===== src/tbd_pkg.sv =====
package tbd_pkg;

    localparam logic [1:0] MODE_FALLBACK   = 2'd1;
    localparam logic [1:0] MODE_BYTE_LEVEL = 2'd2;

    localparam logic [7:0] CH_LT    = 8'h3C;
    localparam logic [7:0] CH_ZERO  = 8'h30;
    localparam logic [7:0] CH_X     = 8'h78;
    localparam logic [7:0] CH_GT    = 8'h3E;
    localparam logic [7:0] CH_SPACE = 8'h20;
    localparam logic [7:0] SEQ_B0   = 8'hE2;
    localparam logic [7:0] SEQ_B1   = 8'h96;
    localparam logic [7:0] SEQ_B2   = 8'h81;

    typedef enum logic [1:0] {
        DK_RAW,
        DK_DEC,
        DK_SPACE,
        DK_BYTE
    } tbd_kind_t;

    typedef enum logic [1:0] {
        BK_IDLE,
        BK_RUN,
        BK_BYTE
    } tbd_bk_state_t;

    typedef struct packed {
        tbd_kind_t  kind;
        logic       bank;
        logic [7:0] value;
        logic       ovf;
        logic       bad_hex;
    } tbd_desc_t;

    typedef struct packed {
        logic       raw_we;
        logic       dec_we;
        logic [7:0] raw_data;
        logic [7:0] dec_data;
    } tbd_wr_t;

    // inverse byte-to-unicode map, top bit set when the code point has a byte
    function automatic logic [8:0] tbd_cp_to_byte(input logic [10:0] cp);
        logic [8:0]  r;
        logic [10:0] shifted;
        r = 9'd0;
        shifted = cp - 11'd162;
        if ((cp >= 11'd33 && cp <= 11'd126) || (cp >= 11'd161 && cp <= 11'd172) ||
            (cp >= 11'd174 && cp <= 11'd288))
        begin
            r = {1'b1, cp[7:0]};
        end
        else if (cp >= 11'd289 && cp <= 11'd322)
        begin
            r = {1'b1, shifted[7:0]};
        end
        else if (cp == 11'd323)
        begin
            r = {1'b1, 8'd173};
        end
        return r;
    endfunction

    // upper-case hex digit, top bit set when valid
    function automatic logic [4:0] tbd_hex(input logic [7:0] c);
        logic [4:0] r;
        logic [7:0] alpha;
        r = 5'd0;
        alpha = c - 8'd55;
        if (c >= 8'h30 && c <= 8'h39)
        begin
            r = {1'b1, c[3:0]};
        end
        else if (c >= 8'h41 && c <= 8'h46)
        begin
            r = {1'b1, alpha[3:0]};
        end
        return r;
    endfunction

endpackage


===== src/token_byte_decoder.sv =====
// token byte decoder
// input channel: one byte of a vocabulary token per transaction (in_byte), in_last on
// the final byte; a transaction completes when in_valid is high and in_stall is low.
// output channel: one decoded byte per transaction, out_last on the final one, with
// overflow and bad_hex repeated on every byte of the token.
// config channel: cfg_data sets vocab_mode (0 raw, 1 byte fallback, 2 byte level),
// always ready; the mode seen with the final input byte decides the token.
// while in_stall is low, input bytes are taken one per cycle into one of two token banks;
// a finished token goes to a two-entry queue, so a second token can be taken while the
// first drains. in_stall is high while both banks hold undrained tokens.
// the read side leaves idle for a queued token, fetches its bytes from the bank through a
// registered memory read and sends each one through the output register; a <0xHH> token
// sends its decoded value from the queue entry without a fetch. bytes then follow one per
// cycle while out_stall is low, with gaps while the window refills after a replacement.
// while out_stall is high with out_valid set, the output register holds and the read side
// fetches only until its three-byte window is full; input keeps flowing until both banks are full.
// reset clears all control state and sets the mode to raw; no clearing pass is needed.
module token_byte_decoder
    import tbd_pkg::*;
#(
    parameter int MAX_TOKEN_BYTES = 64
)
(
    input  logic       clk,
    input  logic       rst_n,
    input  logic       cfg_valid,
    output logic       cfg_ready,
    input  logic [1:0] cfg_data,
    input  logic       in_valid,
    output logic       in_stall,
    input  logic [7:0] in_byte,
    input  logic       in_last,
    output logic       out_valid,
    input  logic       out_stall,
    output logic [7:0] out_byte,
    output logic       out_last,
    output logic       overflow,
    output logic       bad_hex
);

    localparam int IDXW = $clog2(MAX_TOKEN_BYTES);
    localparam int LENW = $clog2(MAX_TOKEN_BYTES + 1);

    logic            q_full;
    logic            q_push;
    tbd_desc_t       push_desc;
    logic [LENW-1:0] push_len;
    logic            q_pop;
    logic            q_valid;
    tbd_desc_t       head_desc;
    logic [LENW-1:0] head_len;
    tbd_wr_t         wr;
    logic [IDXW:0]   raw_addr;
    logic [IDXW:0]   dec_addr;

    tbd_front #(
        .MAX_TOKEN_BYTES(MAX_TOKEN_BYTES)
    ) u_front (
        .clk      (clk),
        .rst_n    (rst_n),
        .cfg_valid(cfg_valid),
        .cfg_ready(cfg_ready),
        .cfg_data (cfg_data),
        .in_valid (in_valid),
        .in_stall (in_stall),
        .in_byte  (in_byte),
        .in_last  (in_last),
        .q_full   (q_full),
        .q_push   (q_push),
        .q_desc   (push_desc),
        .q_len    (push_len),
        .wr       (wr),
        .raw_addr (raw_addr),
        .dec_addr (dec_addr)
    );

    tbd_queue #(
        .LENW(LENW)
    ) u_queue (
        .clk      (clk),
        .rst_n    (rst_n),
        .push     (q_push),
        .push_desc(push_desc),
        .push_len (push_len),
        .pop      (q_pop),
        .full     (q_full),
        .valid    (q_valid),
        .head_desc(head_desc),
        .head_len (head_len)
    );

    tbd_back #(
        .MAX_TOKEN_BYTES(MAX_TOKEN_BYTES)
    ) u_back (
        .clk      (clk),
        .rst_n    (rst_n),
        .wr       (wr),
        .raw_addr (raw_addr),
        .dec_addr (dec_addr),
        .q_valid  (q_valid),
        .q_desc   (head_desc),
        .q_len    (head_len),
        .q_pop    (q_pop),
        .out_valid(out_valid),
        .out_stall(out_stall),
        .out_byte (out_byte),
        .out_last (out_last),
        .overflow (overflow),
        .bad_hex  (bad_hex)
    );

endmodule


===== src/tbd_front.sv =====
module tbd_front
    import tbd_pkg::*;
#(
    parameter int MAX_TOKEN_BYTES = 64,
    localparam int IDXW = $clog2(MAX_TOKEN_BYTES),
    localparam int LENW = $clog2(MAX_TOKEN_BYTES + 1)
)
(
    input  logic            clk,
    input  logic            rst_n,
    input  logic            cfg_valid,
    output logic            cfg_ready,
    input  logic [1:0]      cfg_data,
    input  logic            in_valid,
    output logic            in_stall,
    input  logic [7:0]      in_byte,
    input  logic            in_last,
    input  logic            q_full,
    output logic            q_push,
    output tbd_desc_t       q_desc,
    output logic [LENW-1:0] q_len,
    output tbd_wr_t         wr,
    output logic [IDXW:0]   raw_addr,
    output logic [IDXW:0]   dec_addr
);

    logic [1:0]      mode_reg;
    logic [LENW-1:0] raw_len_reg, raw_len_next;
    logic [LENW-1:0] dec_len_reg, dec_len_next;
    logic            trunc_reg, trunc_next;
    logic            mf_reg, mf_next;
    logic            cont_reg, cont_next;
    logic [4:0]      part_reg, part_next;
    logic            pfx_reg, pfx_next;
    logic [7:0]      b3_reg, b3_next;
    logic [7:0]      b4_reg, b4_next;
    logic [7:0]      b5_reg, b5_next;
    logic            bank_reg, bank_next;
    logic            accept;
    logic            stored;

    assign cfg_ready = 1'b1;
    assign in_stall  = q_full;
    assign accept    = in_valid && !q_full;
    assign stored    = raw_len_reg != LENW'(MAX_TOKEN_BYTES);
    assign raw_addr  = {bank_reg, raw_len_reg[IDXW-1:0]};
    assign dec_addr  = {bank_reg, dec_len_reg[IDXW-1:0]};

    always_comb
    begin
        logic [10:0] cp;
        logic [8:0]  mapped;
        logic [4:0]  hi;
        logic [4:0]  lo;
        logic        push_cp;
        logic        byte_form;

        raw_len_next = raw_len_reg;
        dec_len_next = dec_len_reg;
        trunc_next   = trunc_reg;
        mf_next      = mf_reg;
        cont_next    = cont_reg;
        part_next    = part_reg;
        pfx_next     = pfx_reg;
        b3_next      = b3_reg;
        b4_next      = b4_reg;
        b5_next      = b5_reg;
        bank_next    = bank_reg;
        push_cp      = 1'b0;
        wr.raw_we    = accept && stored;
        wr.raw_data  = in_byte;
        wr.dec_we    = 1'b0;

        if (cont_reg)
        begin
            cp = {part_reg, in_byte[5:0]};
        end
        else
        begin
            cp = {3'b000, in_byte};
        end
        mapped      = tbd_cp_to_byte(cp);
        wr.dec_data = mapped[7:0];

        if (accept)
        begin
            if (stored)
            begin
                raw_len_next = raw_len_reg + LENW'(1);
                if (raw_len_reg == LENW'(0))
                begin
                    pfx_next = in_byte == CH_LT;
                end
                else if (raw_len_reg == LENW'(1))
                begin
                    pfx_next = pfx_reg && (in_byte == CH_ZERO);
                end
                else if (raw_len_reg == LENW'(2))
                begin
                    pfx_next = pfx_reg && (in_byte == CH_X);
                end
                else if (raw_len_reg == LENW'(3))
                begin
                    b3_next = in_byte;
                end
                else if (raw_len_reg == LENW'(4))
                begin
                    b4_next = in_byte;
                end
                else if (raw_len_reg == LENW'(5))
                begin
                    b5_next = in_byte;
                end

                if (!mf_reg)
                begin
                    if (cont_reg)
                    begin
                        if (in_byte[7:6] != 2'b10)
                        begin
                            mf_next = 1'b1;
                        end
                        else
                        begin
                            cont_next = 1'b0;
                            push_cp   = 1'b1;
                        end
                    end
                    else if (!in_byte[7])
                    begin
                        push_cp = 1'b1;
                    end
                    else if (in_byte >= 8'hC2 && in_byte <= 8'hDF)
                    begin
                        part_next = in_byte[4:0];
                        cont_next = 1'b1;
                    end
                    else
                    begin
                        mf_next = 1'b1;
                    end
                end
            end
            else
            begin
                trunc_next = 1'b1;
            end
        end

        if (push_cp)
        begin
            if (!mapped[8] || dec_len_reg == LENW'(MAX_TOKEN_BYTES))
            begin
                mf_next = 1'b1;
            end
            else
            begin
                wr.dec_we    = 1'b1;
                dec_len_next = dec_len_reg + LENW'(1);
            end
        end

        hi        = tbd_hex(b3_next);
        lo        = tbd_hex(b4_next);
        byte_form = (raw_len_next == LENW'(6)) && pfx_next && (b5_next == CH_GT);

        q_push          = accept && in_last;
        q_desc.bank     = bank_reg;
        q_desc.value    = {hi[3:0], lo[3:0]};
        q_desc.ovf      = trunc_next;
        q_desc.bad_hex  = 1'b0;
        q_desc.kind     = DK_RAW;
        q_len           = raw_len_next;
        unique case (mode_reg)
            MODE_BYTE_LEVEL:
            begin
                if (!mf_next && !cont_next)
                begin
                    q_desc.kind = DK_DEC;
                    q_len       = dec_len_next;
                end
            end
            MODE_FALLBACK:
            begin
                if (byte_form && hi[4] && lo[4])
                begin
                    q_desc.kind = DK_BYTE;
                end
                else
                begin
                    q_desc.kind    = DK_SPACE;
                    q_desc.bad_hex = byte_form;
                end
            end
            default:
            begin
                q_desc.kind = DK_RAW;
            end
        endcase

        // token handed over, start the next one in the other bank
        if (q_push)
        begin
            raw_len_next = '0;
            dec_len_next = '0;
            trunc_next   = 1'b0;
            mf_next      = 1'b0;
            cont_next    = 1'b0;
            part_next    = '0;
            pfx_next     = 1'b0;
            bank_next    = !bank_reg;
        end
    end

    always_ff @(posedge clk or negedge rst_n)
    begin
        if (!rst_n)
        begin
            mode_reg    <= '0;
            raw_len_reg <= '0;
            dec_len_reg <= '0;
            trunc_reg   <= 1'b0;
            mf_reg      <= 1'b0;
            cont_reg    <= 1'b0;
            part_reg    <= '0;
            pfx_reg     <= 1'b0;
            bank_reg    <= 1'b0;
        end
        else
        begin
            if (cfg_valid)
            begin
                mode_reg <= cfg_data;
            end
            raw_len_reg <= raw_len_next;
            dec_len_reg <= dec_len_next;
            trunc_reg   <= trunc_next;
            mf_reg      <= mf_next;
            cont_reg    <= cont_next;
            part_reg    <= part_next;
            pfx_reg     <= pfx_next;
            bank_reg    <= bank_next;
        end
    end

    always_ff @(posedge clk)
    begin
        b3_reg <= b3_next;
        b4_reg <= b4_next;
        b5_reg <= b5_next;
    end

endmodule


===== src/tbd_queue.sv =====
module tbd_queue
    import tbd_pkg::*;
#(
    parameter int LENW = 7
)
(
    input  logic            clk,
    input  logic            rst_n,
    input  logic            push,
    input  tbd_desc_t       push_desc,
    input  logic [LENW-1:0] push_len,
    input  logic            pop,
    output logic            full,
    output logic            valid,
    output tbd_desc_t       head_desc,
    output logic [LENW-1:0] head_len
);

    tbd_desc_t       slot_desc_reg [2];
    logic [LENW-1:0] slot_len_reg [2];
    logic            wr_ptr_reg;
    logic            rd_ptr_reg;
    logic [1:0]      cnt_reg, cnt_next;

    assign full      = cnt_reg == 2'd2;
    assign valid     = cnt_reg != 2'd0;
    assign head_desc = slot_desc_reg[rd_ptr_reg];
    assign head_len  = slot_len_reg[rd_ptr_reg];

    always_comb
    begin
        unique case ({push, pop})
            2'b10:   cnt_next = cnt_reg + 2'd1;
            2'b01:   cnt_next = cnt_reg - 2'd1;
            default: cnt_next = cnt_reg;
        endcase
    end

    always_ff @(posedge clk or negedge rst_n)
    begin
        if (!rst_n)
        begin
            wr_ptr_reg <= 1'b0;
            rd_ptr_reg <= 1'b0;
            cnt_reg    <= '0;
        end
        else
        begin
            if (push)
            begin
                wr_ptr_reg <= !wr_ptr_reg;
            end
            if (pop)
            begin
                rd_ptr_reg <= !rd_ptr_reg;
            end
            cnt_reg <= cnt_next;
        end
    end

    always_ff @(posedge clk)
    begin
        if (push)
        begin
            slot_desc_reg[wr_ptr_reg] <= push_desc;
            slot_len_reg[wr_ptr_reg]  <= push_len;
        end
    end

endmodule


===== src/tbd_back.sv =====
module tbd_back
    import tbd_pkg::*;
#(
    parameter int MAX_TOKEN_BYTES = 64,
    localparam int IDXW = $clog2(MAX_TOKEN_BYTES),
    localparam int LENW = $clog2(MAX_TOKEN_BYTES + 1),
    localparam int MEM_DEPTH = 2 * (2 ** IDXW)
)
(
    input  logic            clk,
    input  logic            rst_n,
    input  tbd_wr_t         wr,
    input  logic [IDXW:0]   raw_addr,
    input  logic [IDXW:0]   dec_addr,
    input  logic            q_valid,
    input  tbd_desc_t       q_desc,
    input  logic [LENW-1:0] q_len,
    output logic            q_pop,
    output logic            out_valid,
    input  logic            out_stall,
    output logic [7:0]      out_byte,
    output logic            out_last,
    output logic            overflow,
    output logic            bad_hex
);

    logic [7:0]      raw_mem [MEM_DEPTH];
    logic [7:0]      dec_mem [MEM_DEPTH];
    logic [7:0]      raw_q_reg;
    logic [7:0]      dec_q_reg;
    logic [IDXW:0]   rd_addr;

    tbd_bk_state_t   state_reg, state_next;
    logic [LENW-1:0] fetch_idx_reg, fetch_idx_next;
    logic [1:0]      win_cnt_reg, win_cnt_next;
    logic            pend_reg, pend_next;
    logic [7:0]      win_reg [3];
    logic [7:0]      win_next [3];
    logic            out_valid_reg, out_valid_next;
    logic [7:0]      out_byte_reg;
    logic            out_last_reg;
    logic            overflow_reg;
    logic            bad_hex_reg;

    logic [7:0]      mem_q;
    logic [7:0]      ew [3];
    logic [1:0]      avail;
    logic [1:0]      take;
    logic [1:0]      rem;
    logic            fetch_done;
    logic            seq_match;
    logic            can_emit;
    logic            slot_free;
    logic            emit;
    logic            emit_last;
    logic [7:0]      emit_byte;
    logic            issue;

    assign out_valid = out_valid_reg;
    assign out_byte  = out_byte_reg;
    assign out_last  = out_last_reg;
    assign overflow  = overflow_reg;
    assign bad_hex   = bad_hex_reg;

    assign rd_addr   = {q_desc.bank, fetch_idx_reg[IDXW-1:0]};
    assign mem_q     = (q_desc.kind == DK_DEC) ? dec_q_reg : raw_q_reg;
    assign slot_free = !out_valid_reg || !out_stall;

    always_ff @(posedge clk)
    begin
        if (wr.raw_we)
        begin
            raw_mem[raw_addr] <= wr.raw_data;
        end
        if (wr.dec_we)
        begin
            dec_mem[dec_addr] <= wr.dec_data;
        end
        raw_q_reg <= raw_mem[rd_addr];
        dec_q_reg <= dec_mem[rd_addr];
    end

    // three-byte window: held bytes first, then the byte just read
    always_comb
    begin
        for (int k = 0; k < 3; k++)
        begin
            ew[k] = (win_cnt_reg > 2'(k)) ? win_reg[k] : mem_q;
        end
        avail      = win_cnt_reg + {1'b0, pend_reg};
        fetch_done = fetch_idx_reg == q_len;
        seq_match  = (q_desc.kind == DK_SPACE) && (avail == 2'd3) &&
                     (ew[0] == SEQ_B0) && (ew[1] == SEQ_B1) && (ew[2] == SEQ_B2);
        can_emit   = (avail != 2'd0) &&
                     ((q_desc.kind != DK_SPACE) || (avail == 2'd3) || fetch_done);
    end

    // outputs of the sequencer
    always_comb
    begin
        emit      = 1'b0;
        emit_last = 1'b0;
        emit_byte = ew[0];
        take      = 2'd0;
        q_pop     = 1'b0;
        unique case (state_reg)
            BK_RUN:
            begin
                if (can_emit && slot_free)
                begin
                    emit      = 1'b1;
                    take      = seq_match ? 2'd3 : 2'd1;
                    emit_byte = seq_match ? CH_SPACE : ew[0];
                end
            end
            BK_BYTE:
            begin
                if (slot_free)
                begin
                    emit      = 1'b1;
                    emit_last = 1'b1;
                    emit_byte = q_desc.value;
                    q_pop     = 1'b1;
                end
            end
            default:
            begin
                emit = 1'b0;
            end
        endcase
        rem   = avail - take;
        issue = (state_reg == BK_RUN) && !fetch_done && (rem != 2'd3);
        if (state_reg == BK_RUN && emit && fetch_done && rem == 2'd0)
        begin
            emit_last = 1'b1;
            q_pop     = 1'b1;
        end
    end

    // next state
    always_comb
    begin
        state_next = state_reg;
        unique case (state_reg)
            BK_IDLE:
            begin
                if (q_valid)
                begin
                    state_next = (q_desc.kind == DK_BYTE) ? BK_BYTE : BK_RUN;
                end
            end
            BK_RUN, BK_BYTE:
            begin
                if (q_pop)
                begin
                    state_next = BK_IDLE;
                end
            end
            default:
            begin
                state_next = BK_IDLE;
            end
        endcase
    end

    always_comb
    begin
        fetch_idx_next = fetch_idx_reg;
        pend_next      = issue;
        win_cnt_next   = rem;
        if (issue)
        begin
            fetch_idx_next = fetch_idx_reg + LENW'(1);
        end
        if (take == 2'd1)
        begin
            win_next[0] = ew[1];
            win_next[1] = ew[2];
            win_next[2] = ew[2];
        end
        else
        begin
            win_next = ew;
        end
        if (state_reg != BK_RUN)
        begin
            fetch_idx_next = '0;
            win_cnt_next   = '0;
        end
        out_valid_next = out_valid_reg;
        if (slot_free)
        begin
            out_valid_next = emit;
        end
    end

    always_ff @(posedge clk or negedge rst_n)
    begin
        if (!rst_n)
        begin
            state_reg     <= BK_IDLE;
            fetch_idx_reg <= '0;
            win_cnt_reg   <= '0;
            pend_reg      <= 1'b0;
            out_valid_reg <= 1'b0;
        end
        else
        begin
            state_reg     <= state_next;
            fetch_idx_reg <= fetch_idx_next;
            win_cnt_reg   <= win_cnt_next;
            pend_reg      <= pend_next;
            out_valid_reg <= out_valid_next;
        end
    end

    always_ff @(posedge clk)
    begin
        win_reg <= win_next;
        if (emit)
        begin
            out_byte_reg <= emit_byte;
            out_last_reg <= emit_last;
            overflow_reg <= q_desc.ovf;
            bad_hex_reg  <= q_desc.bad_hex;
        end
    end

endmodule

===== config.mk =====
export PLATFORM = sky130hd
export DESIGN_NAME = token_byte_decoder
export DESIGN_NICKNAME = d
export VERILOG_FILES = /design/src/tbd_pkg.sv /design/src/token_byte_decoder.sv /design/src/tbd_front.sv /design/src/tbd_queue.sv /design/src/tbd_back.sv
export SDC_FILE = /design/constraint.sdc
export NUM_CORES = 2
export LEC_CHECK = 0
export BUFFER_PORTS_ARGS = -buffer_cell sky130_fd_sc_hd__buf_2
export CAP_MARGIN = 20
export CORE_MARGIN = 2
export CORE_UTILIZATION = 54
export DETAILED_ROUTE_END_ITERATION = 8
export PLACE_DENSITY = 0.69
export SLEW_MARGIN = 25
export SYNTH_ARGS = -nofsm -noshare
export SYNTH_HDL_FRONTEND = slang
export SYNTH_SLANG_ARGS = --single-unit

===== constraint.sdc =====
create_clock -name clk -period 9.6 [get_ports clk]
set_input_delay 0.48 -clock clk [delete_from_list [all_inputs] [get_ports clk]]
set_output_delay 0.48 -clock clk [all_outputs]
set_load 0.02 [all_outputs]

Word-level counts from Yosys, hierarchy flattened
Memories as Yosys holds them, arrays and structs flattened. A register that Yosys moved wholly into a read port is not among the register bits.
Cells that the tools add are included.
{"block": "totals", "ramBits": 2088, "mem_count": 4, "wordCells": 273, "regBits": 102, "out_inout_bits": 14, "in_bits": 16}
{"block": "classes", "n_reduce_logical": 60, "n_eq_ne": 37, "addsub": 10, "magnitude_cmp": 21, "mux": 114}
{"name": "u_back.dec_mem", "words": 128, "width": 8, "rd": 1, "rd_clocked_by_memory_dff": 1, "wr": 1, "line_no": "tbd_back.sv:28", "text": "logic [7:0] dec_mem [MEM_DEPTH];"}
{"name": "u_back.raw_mem", "words": 128, "width": 8, "rd": 1, "rd_clocked_by_memory_dff": 1, "wr": 1, "line_no": "tbd_back.sv:27", "text": "logic [7:0] raw_mem [MEM_DEPTH];"}
{"name": "u_queue.slot_desc_reg", "words": 2, "width": 13, "rd": 1, "rd_clocked_by_memory_dff": 0, "wr": 1, "line_no": "tbd_queue.sv:19", "text": "tbd_desc_t slot_desc_reg [2];"}
{"name": "u_queue.slot_len_reg", "words": 2, "width": 7, "rd": 1, "rd_clocked_by_memory_dff": 0, "wr": 1, "line_no": "tbd_queue.sv:20", "text": "logic [LENW-1:0] slot_len_reg [2];"}
{"cell": "$mux W8", "count": 28}
{"cell": "$mux W7", "count": 10}
{"cell": "$mux W5", "count": 11}
{"cell": "$mux W1", "count": 48}
{"cell": "$logic_and A1 B1 Y1", "count": 30}
{"cell": "$mux W9", "count": 3}
{"cell": "$eq A8 B6 Y1 const B", "count": 3}
{"cell": "$eq A8 B8 Y1 const B", "count": 3}
{"cell": "$mux W24", "count": 1}
{"cell": "$ge A11 B8 Y1 const B", "count": 2}
{"cell": "$le A11 B9 Y1 const B", "count": 2}
{"cell": "$add A7 B1 Y7 const B", "count": 3}
{"cell": "$eq A7 B3 Y1 const B", "count": 3}
{"cell": "$ge A8 B6 Y1 const B", "count": 2}
{"cell": "$ge A8 B7 Y1 const B", "count": 2}
{"cell": "$le A8 B6 Y1 const B", "count": 2}
{"cell": "$le A8 B7 Y1 const B", "count": 2}
{"cell": "$pmux W8 S2", "count": 1}
{"cell": "$reduce_bool A2 Y1", "count": 8}
{"cell": "$eq A2 B2 Y1 const B", "count": 7}
{"cell": "$eq A7 B2 Y1 const B", "count": 2}
{"cell": "$mux W2", "count": 7}
{"cell": "$pmux W2 S2", "count": 3}
{"cell": "$eq A11 B9 Y1 const B", "count": 1}
{"cell": "31 further kinds", "count": 58}

Longest topological paths before layout
An unclocked memory read counts as a cell.
{"block": "depth", "ltp_word": 17, "depth_mapped": 16, "ltp_nobuf": 14}

By module
From an unflattened synthesis, not the netlist that was laid out.
{"block": "hier_totals", "cells_unflattened": 4108, "area_unflattened_um2": 87343.8}
{"mod": "tbd_back", "instances": 1, "area_per_inst_um2": 82080.0, "seq_area_each_um2": 62955.4, "cells_each": 3599}
{"mod": "tbd_front", "instances": 1, "area_per_inst_um2": 3626.0, "seq_area_each_um2": 1131.1, "cells_each": 431}
{"mod": "tbd_queue", "instances": 1, "area_per_inst_um2": 1637.8, "seq_area_each_um2": 1301.2, "cells_each": 78}

Least setup slack after synthesis
No wires, ideal clock.
{"block": "synth_path", "path_kind": "input to register", "startpoint": "input in_byte[2]", "endpoint": "memory u_back.dec_mem[0][0], data pin", "n_path_buf": 1, "arrival_ps": 6996, "path_slack_ps": 1407, "t_required_ps": 8403, "setup_time_ps": 1197, "cell_stages": 9, "cell_sequence": "clkbuf_1 inv_1 ha_1 or3b_2 o21ai_0 a311oi_1 nor2_1 nor2_1 o21ai_0"}
{"item": "start, declared", "line_no": "token_byte_decoder.sv:31", "text": "input logic [7:0] in_byte,"}
{"item": "end, declared", "line_no": "tbd_back.sv:28"}

==> impl_metrics.py <==
metrics = {
    "synthesis": {
        "postSynthAreaPerCell_um2": 21.7,
        "synth-edff-count": 2099,
        "yosysUniqueCellTypes": 80,
        "synthCells": 3986,
        "synth_area_leaders": "edfxtp_1, mux4_2, nor2_1",
        "async_flop_share_pct": 1.95,
        "netlist.area_leader.share_pct": 72.8,
        "syn_area_mm2": 0.0866,
        "yosysSeqAreaShare_pct": 75.5,
        "ys.flop_type": "edfxtp_1",
        "yosysTopAreaCell": "edfxtp_1",
        "synth_seq_cells": 2206,
        "yosysWarnings": 0,
        "synth_fp_nets": 4028,
    },
    "drt": {
        "wire_per_inst_um": 30.6,
        "drt_wl_total_um": 194000,
        "first_iter_violations": 5397,
        "met1_length_um": 81000,
        "dr_wl_met2_um": 90800,
        "postRouteAntennaNets": 0,
        "top_layer": "met5",
        "dr.pass1.iters": 8,
        "wl_met3_um": 18400,
        "num_vias": 40837,
        "drc": 0,
        "viasPerCell": 6.45,
    },
    "cts": {
        "path_clk_slew_ns": 0.06,
        "cts_tree": "yes",
        "cts_setup_buffers": 0,
        "clk_latency_ns": 0.85,
        "clock_sinks": 2206,
        "clock_path_buffers": 3,
        "ctsRootBufferMaster": "clkbuf_16",
        "numCtsBuffers": 209,
        "cts_resized": 0,
        "cts_hold_buf": 5,
        "h-tree-depth": 4,
    },
    "worst_setup_path": {
        "worst_setup_path_end_kind": "flop",
        "r2r_setup_slack_ns": 4.83,
        "start_kind": "flop",
        "cp_top_family": "multiplexers",
        "worstSetupPathType": "reg2reg",
        "path_cells": "buf_12 -> buf_4 -> mux4_2 -> mux4_2 -> mux4_2 -> mux2_2",
        "cpMostUsedCell": "mux4_2",
        "crit_slowest_cell": "dfrtp_4",
        "reg2reg_to": "u_back.dec_q_reg[5]",
        "crit_required_ns": 10.33,
        "crit_buf_inv": 2,
        "reg2reg_depth": 6,
        "arrival_ns": 5.50,
        "r2r_start": "u_back.fetch_idx_reg[0]",
        "critical_path.max_stage_delay_ns": 1.01,
        "worst-path-max-fanout": 101,
    },
    "flow_run": {
        "max-cap-violations": 0,
    },
    "sta": {
        "max_freq_mhz": 210,
        "drv_slew": 0,
        "rsz0062_at_grt": "false",
        "max_slew_margin_pct": 22.9,
        "finalClockSkew_ns": 0.0493,
        "worstMarginPinSlew_ns": 1.16,
        "fin_crit_sh_pct": 49.7,
        "finalSetupViolations": 0,
        "tns_ns": 0,
        "final.min_clock_period_ns": 4.77,
        "hold_viol_final": 0,
    },
    "final_layout": {
        "num_antenna_cells": 0,
        "nets": 4120,
        "layout-drive-gt1-share_pct": 27.0,
        "fillCellCount": 10870,
        "seqCellArea_mm2": 0.0654,
        "multi_input_area_mm2": 0.0204,
        "synthToLayoutAreaGrowth_pct": 11.0,
    },
    "min_path": {
        "min_path_cells": 2,
        "hold_class": "in2reg",
        "min-delay-start": "in_valid",
        "min_to": "u_queue.slot_desc_reg[1][1]",
    },
    "grt": {
        "grt_usage_pct": 24.0,
        "grt_overflow": 0,
        "grt_max_degree": 168,
        "grt_pass1_vias": 40106,
        "antenna_found_initial": 11,
        "grt_pass1_wl_um": 284000,
    },
    "die": {
        "die_h_um": 404,
        "core_mm2": 0.159,
        "num_io_pins": 30,
        "start_util_pct": 54.5,
        "dieArea_mm2": 0.164,
        "row_count": 146,
        "die_x_um": 404,
    },
    "pwr": {
        "ir_worst_vdd_uv": 351,
        "p_per_area_mw_per_mm2": 267,
        "p_total_mw": 25.6,
        "leakage_nw": 29.5,
    },
    "outcome": {
        "status": "complete, no violations",
    },
    "place": {
        "dp_hpwl_um": 114000,
        "io_buffer_count": 28,
        "place_congestion": 0.819,
    },
}
==> per-layer routing <==
layer  global-route usage [%]  vias up
met5                        0        -
met4                     5.20       10
met3                     4.95      249
met2                     35.8     1972
met1                     37.1    21769
li1                         -    16837
==> power breakdown <==
part / leakage (nW) / switching (mW) / total (mW) / internal [mW]
clock network: 3.33 / 3.58 / 8.19 / 4.61
logic: 6.04 / 3.35 / 5.98 / 2.63
registers: 20.1 / 0.265 / 11.5 / 11.2
==> cell usage in the layout, fill, tap and decap left out, types with 17 or more instances in the layout <==
master and instances:
a21oi_1 23, a31oi_1 24, buf_2 19, buf_4 61
bufinv_16 19, clkbuf_1 50, clkbuf_16 210, clkinv_1 42
clkinv_2 38, dfrtp_1 38, dfxtp_1 64, edfxtp_1 2099
ha_1 26, inv_1 30, mux2_2 49, mux2i_1 48
mux4_2 671, nand2_1 71, nand3_1 35, nand4_1 17
nor2_1 348, o21ai_0 27, xor2_1 17
==> kinds of logic after synthesis <==
logic type,Yosys count,synth area share [%]
other,1,0.00433
buffers and inverters,243,1.09
XOR/XNOR,29,0.293
AND/OR/NAND/NOR,569,2.95
multiplexers,770,18.7
AO/OA/AOI/OAI,142,1.09
adder cells (fa/ha/maj),26,0.376
flip-flops,2206,75.5
==> cell type report <==
class / count / share of cell area [%]
sequential: 2206 / 68.1
multi-input combinational: 1537 / 21.2
clock buffer: 266 / 5.75
tap: 2072 / 2.70
clock inverter: 124 / 1.39
timing repair buffer: 93 / 0.758
inverter: 31 / 0.121
==> stage by stage <==
stage	instance area, um2	worst slack (ns)	util, %	hold WS (ns)	cells
global route	96100	4.46	60.5	0.0701	6329
CTS	96100	4.64	60.5	0.0148	6329
global placement	89100	4.56	56.2	0.455	5934
floorplan	86600	1.41	-	0.184	3986
finish	96100	4.83	60.5	0.0945	6329
detailed placement	89200	4.54	56.2	0.464	5934
==> Yosys cell counts (3+ instances only) <==
cell / count
xnor2_1: 12
inv_1: 30
buf_1: 47
or3_1: 3
mux2_2: 49
nor2_1: 349
or3b_2: 3
nor2b_1: 14
o31ai_1: 5
nor4_1: 6
and4_1: 3
mux4_2: 671
o22ai_1: 3
nand4_1: 17
a31oi_1: 24
o21ai_1: 8
a21o_1: 3
edfxtp_1: 2099
xor2_1: 17
nand2_1: 75
dfrtp_1: 43
clkbuf_1: 151
or2_2: 4
dfxtp_1: 64
and3_1: 4
nor3_1: 7
buf_2: 11
nand2b_1: 10
ha_1: 26
and2_1: 9
a21oi_1: 24
o211ai_1: 3
o21ai_0: 31
o21a_1: 4
nand3_1: 36
or4_1: 3
mux2i_1: 49
a22o_1: 10
nand3b_1: 7
==> how the worst max path moves through the flow <==
stage | from | cells after the start | slack, ns | endpoint
after CTS | u_back.fetch_idx_reg[0] | 6 | 4.64 | u_back.dec_q_reg[2]
final | u_back.fetch_idx_reg[0] | 6 | 4.83 | u_back.dec_q_reg[5]
after global placement | in_byte[1] | 13 | 4.56 | u_back.dec_mem[46][6]
after detailed placement | in_byte[1] | 13 | 4.54 | u_back.dec_mem[45][6]
after global routing | u_back.fetch_idx_reg[0] | 6 | 4.46 | u_back.dec_q_reg[5]
after floorplan | in_byte[2] | 9 | 1.41 | u_back.dec_mem[0][0]
No activity file was read; power rests on OpenSTA's default activity.
